<file path="config.mk">
export PLATFORM = sky130hd
export DESIGN_NAME = bfha_alu
export DESIGN_NICKNAME = d
export VERILOG_FILES = /design/src/hw/rtl/bfha_alu.sv
export SDC_FILE = /design/constraint.sdc
export NUM_CORES = 1
export LEC_CHECK = 0
export ABC_AREA = 0
export BUFFER_PORTS_ARGS = -buffer_cell sky130_fd_sc_hd__buf_2
export CAP_MARGIN = 25
export CORE_MARGIN = 2
export CORE_UTILIZATION = 40
export DETAILED_ROUTE_END_ITERATION = 10
export GPL_TIMING_DRIVEN = 0
export PLACE_DENSITY = 0.71
export SYNTH_ARGS = -nofsm -noshare
export SYNTH_HDL_FRONTEND = slang
export SYNTH_SLANG_ARGS = --single-unit
</file>
<file path="constraint.sdc">
create_clock -name vclk -period 2.83
set_input_delay 0.4245 -clock vclk [all_inputs]
set_output_delay 0.4245 -clock vclk [all_outputs]
set_load 0.1 [all_outputs]
</file>
<file path="src/hw/rtl/bfha_alu.sv">
// -----------------------------------------------------------------------------
// bfha_alu
// Shared 32-bit adder/subtractor used by the allocator sequencer.
// -----------------------------------------------------------------------------
module bfha_alu (
  input  logic [31:0] a_i,
  input  logic [31:0] b_i,
  input  logic        sub_i,
  output logic [31:0] sum_o
);

  logic [31:0] b_op;

  assign b_op  = sub_i ? ~b_i : b_i;
  assign sum_o = a_i + b_op + {31'b0, sub_i};

endmodule

</file>
[Yosys cells after proc, flatten, opt, wreduce, memory -nomap -nowiden]
Cells that the tools add are included.
Storage, ports and cells
  register bits after elaboration: 0
  output and inout port bits: 32
  input port bits: 65
Cells by class
  mux-type cells: 1
  bitwise logic cells: 1
  add/sub/neg operators: 2
Operators with widths (count)
  32-bit by 1-bit adder with 32-bit output: 1
  32-bit adder: 1
  32-bit 2-to-1 mux: 1
  32-bit inverter: 1

[Logic depth before layout (Yosys ltp)]
  depth after elaboration: 4
  depth in mapped cells: 11
  gate-level depth less buffers: 9

[Least setup slack after synthesis]
No wires, ideal clock.
  path type: input-to-output
  from: input sub_i
  to: output sum_o[26]
  setup slack: -2.324 ns
  required time: 2.406 ns
  stages: 11
  arrival: 4.730 ns
  path through: buf_6 clkbuf_1 xor2_1 ha_1 buf_4 o21ai_0 a21oi_2 o32ai_2 a2111oi_4 nor2_1 a311oi_1
On the way
  cells in the longest elaborated chain, start to end: 3
Ends and longest elaborated chain
  start: declaration: RTL line 8  | input logic sub_i,
  32-bit 2-to-1 mux: RTL line 14  | assign b_op = sub_i ? ~b_i : b_i;
  32-bit adder: RTL line 15  | assign sum_o = a_i + b_op + {31'b0, sub_i};
  32-bit by 1-bit adder with 32-bit output (*): RTL line 15
  end: declaration: RTL line 9  | output logic [31:0] sum_o
Every way passes the cells marked *; elsewhere a longest branch is shown, timed or not.

[Worst setup path in the final report]
  from: input sub_i
  to: output sum_o[25]
Same word-level chain as after synthesis.

==> results by group <==
Outcome
  • Status: complete, but fails checks
  • Failing checks: setup timing

Layout
  • Filler cells: 204
  • Seq cells: 0
  • Diode count: 0
  • CLK BUF: 0
  • NumNets Final: about 570
  • Fin area: between 0.005 and 0.006 sq mm
  • Area Overhead vs Synth: 118%
  • Share of post-route cells with drive strength above 1: between 60% and 70%
  • Sequential cell area: 0 sq um
  • Post-layout util: between 90% and 100%

Global route
  • Global-route wire length before repair: approximately 14,000 um
  • Grt ovf: 0
  • Vias in the first global route: just over 3,000
  • Pin count of the biggest net entering global routing: 11
  • Initial antenna violation count: 0
  • Gr usage total: between 20% and 30%

Floorplan
  • IO Count: 97
  • Row cnt: 27
  • Initial Util: 42.1%
  • Chip height: 80.6 um
  • DIE AREA: ~0.0065 sq mm
  • Die X: 80.6 um
  • Core area: ~0.0056 sq mm

Placement
  • DP HPWL: 5960 um
  • IO buf count: 96
  • RD Place Congestion: slightly below 0.9
  • Post-placement cell area: 0.00371 sq mm

Min path
  • Hold path start: a_i[0]
  • Hold Path End: sum_o[0]
  • Hold Crit Class: input port to output pin
  • Hold depth: 3

Yosys
  • Yosys top cell by area: ha_1
  • Yosys warning total: 0
  • Share of the synthesized area in the top cell type: 17.6%
  • Adder-Cell Fraction of Synth Area: between 10% and 20%
  • Dominant combinational cell family by area after synthesis: compound AO/OA/AOI/OAI gates
  • Synth Area in XOR/XNOR: between 20% and 30%
  • Synth unique cells: 57
  • Mux share of post-synthesis cell area: 1.39%
  • Syn_area_per_cell: 7.13 sq um
  • Synthesized net count: 428
  • Compound-Gate Fraction of Synth Area: between 30% and 40%
  • Synthesized instance count: approximately 330
  • Sequential area share after synthesis: 0%
  • Simple-gate share of the synthesized area: about a fifth
  • Post-Syn Area: 0.00235 sq mm
  • Synth top area cells: ha_1, xor2_1, xnor2_1, nand2_1, a21oi_1

STA
  • Final TNS setup: -9.27 ns
  • Slew headroom: around two thirds
  • Period utilization: 118%
  • Unrepaired setup endpoints after global routing: true
  • Tmin final: approximately 3.3 ns
  • Pins Over Slew Limit: 0
  • Hold Vio Cnt, Final: 0
  • F_max: 299 MHz
  • Least-Margin Pin Slew: just over 0.5 ns
  • Fin worst setup slack: -0.515 ns
  • Final setup vio count: 27

Routing
  • Initial drt markers: between 200 and 300
  • Routed len/inst: between 20 and 25 um
  • DRT Pass-1 Iters: 5
  • Via Count: between 3,000 and 4,000
  • Via density: ~6.2
  • DRC violations left: 0
  • Drt total wl: ~11,000 um
  • Final antenna-violating net count: 0

Critical path
  • Crit Path Class: input port to output pin
  • Setup crit start kind: input port
  • Arrival @ worst endpoint: about 2.9 ns
  • Req. time, crit path: around 2.4 ns
  • CP max FO: 5
  • Crit end category: output pin

Clock network
  • Hold buffers post-CTS: 0

Power
  • Pwr dens: around 690 mW/mm^2
  • Leakage Power: about 2.1 nW
  • VDD IR-drop max: 0.664 mV

Run
  • Number of max-cap violations: 0
[stage by stage]
stage | instances | power, mW | hold WS (ns) | worst slack (ns)
global route | 544 | 3.65 | 1.35 | -0.571
CTS | 521 | 3.23 | 1.32 | -0.467
floorplan | 329 | 2.21 | 1.29 | -0.813
detailed placement | 497 | 2.53 | 1.32 | -0.916
global placement | 497 | 2.52 | 1.31 | -0.885
finish | 544 | 3.54 | 1.34 | -0.515
[cells in the mapped netlist (4+ instances only)]
cell      number
a31oi_1        5
a21o_1         5
o21bai_1       4
a211oi_1       5
xor2_1        39
nand4_1        6
a21oi_2        4
nor2b_1        5
xnor2_1       20
a21oi_1       29
nand2_1       39
nor2_1        26
clkbuf_1       6
nand3_1        8
nor3_1         8
inv_1         12
o21ai_0       19
o211ai_1       5
ha_1          33
[report_power, final]
part	total (mW)	internal [mW]	switching, mW	leakage [nW]
Sequential	0	0	0	0
Clock	0	0	0	0
Combinational	3.54	1.37	2.17	2.11
[area by class of cell]
class / instances / area, sq um / share of cell area [%]
Buffer: 10 / 144 / 2.81
Multi-Input combinational cell: 306 / 3530 / 68.9
Timing Repair Buffer: 144 / 1320 / 25.7
Inverter: 12 / 45.0 / 0.879
Tap cell: 72 / 90.1 / 1.76
[cells in the final DEF (no fill, tap or decap), drive strengths merged, types with 3 or more instances in the layout]
master	netlist	routed
nand4	6	6
clkbuf	7	6
o31ai	4	4
nand3	8	8
a21oi	33	33
o21a	3	3
a211oi	5	5
nand2	39	39
a41o	3	3
a2111oi	3	3
nor2	27	27
xnor2	20	20
nor2b	5	5
buf	4	148
a21o	5	5
o21ai	21	21
a31oi	6	6
o311ai	3	3
inv	12	12
xor2	39	39
ha	33	33
o21bai	4	4
o211ai	5	5
nand2b	3	3
nor3	10	10
[cell families (layout without fill, tap and decap cells)]
group	count (synthesis)	in the layout
compound gates	104	104
xor+xnor	59	59
fa+ha+maj	34	34
buf+inv	23	166
mux	2	2
simple gates	107	107
[per-layer routing]
layer	routed length, um	part of all wire, %	vias to the layer above	global-route usage, %
met4	462	4.0	0	3.73
met3	841	7.3	50	1.57
met5	0	0	-	0
met1	4250	37	1608	35.6
met2	5920	52	217	50.6
li1	-	-	1476	-
[worst max-delay path: stages]
cell,delay (ns)
buf_12,0.12
buf_12,0.14
xor2_1,0.24
ha_4,0.27
a21oi_4,0.22
o221ai_4,0.19
o311ai_4,0.41
a31oi_4,0.21
buf_6,0.17
a21boi_4,0.18
xnor2_4,0.15
buf_12,0.19
[repair_timing]
| action | 4_1_cts | 5_1_grt |
|---|---|---|
| cloned | 1 | 0 |
| resized for setup | 172 | 59 |
| buffers inserted | 23 | 24 |
| setup endpoints to repair | 26 | 28 |
| pin swaps | 44 | 37 |
[worst max path at each step]
stage	slack [ns]	cells past startpoint	from	to
after floorplan	-0.81	11	sub_i	sum_o[26]
after global placement	-0.88	10	sub_i	sum_o[30]
after detailed placement	-0.92	11	sub_i	sum_o[30]
after CTS	-0.47	12	sub_i	sum_o[26]
after global routing	-0.57	12	sub_i	sum_o[25]
final	-0.51	12	sub_i	sum_o[25]
Note: power is estimated with default switching activity, not from simulation.
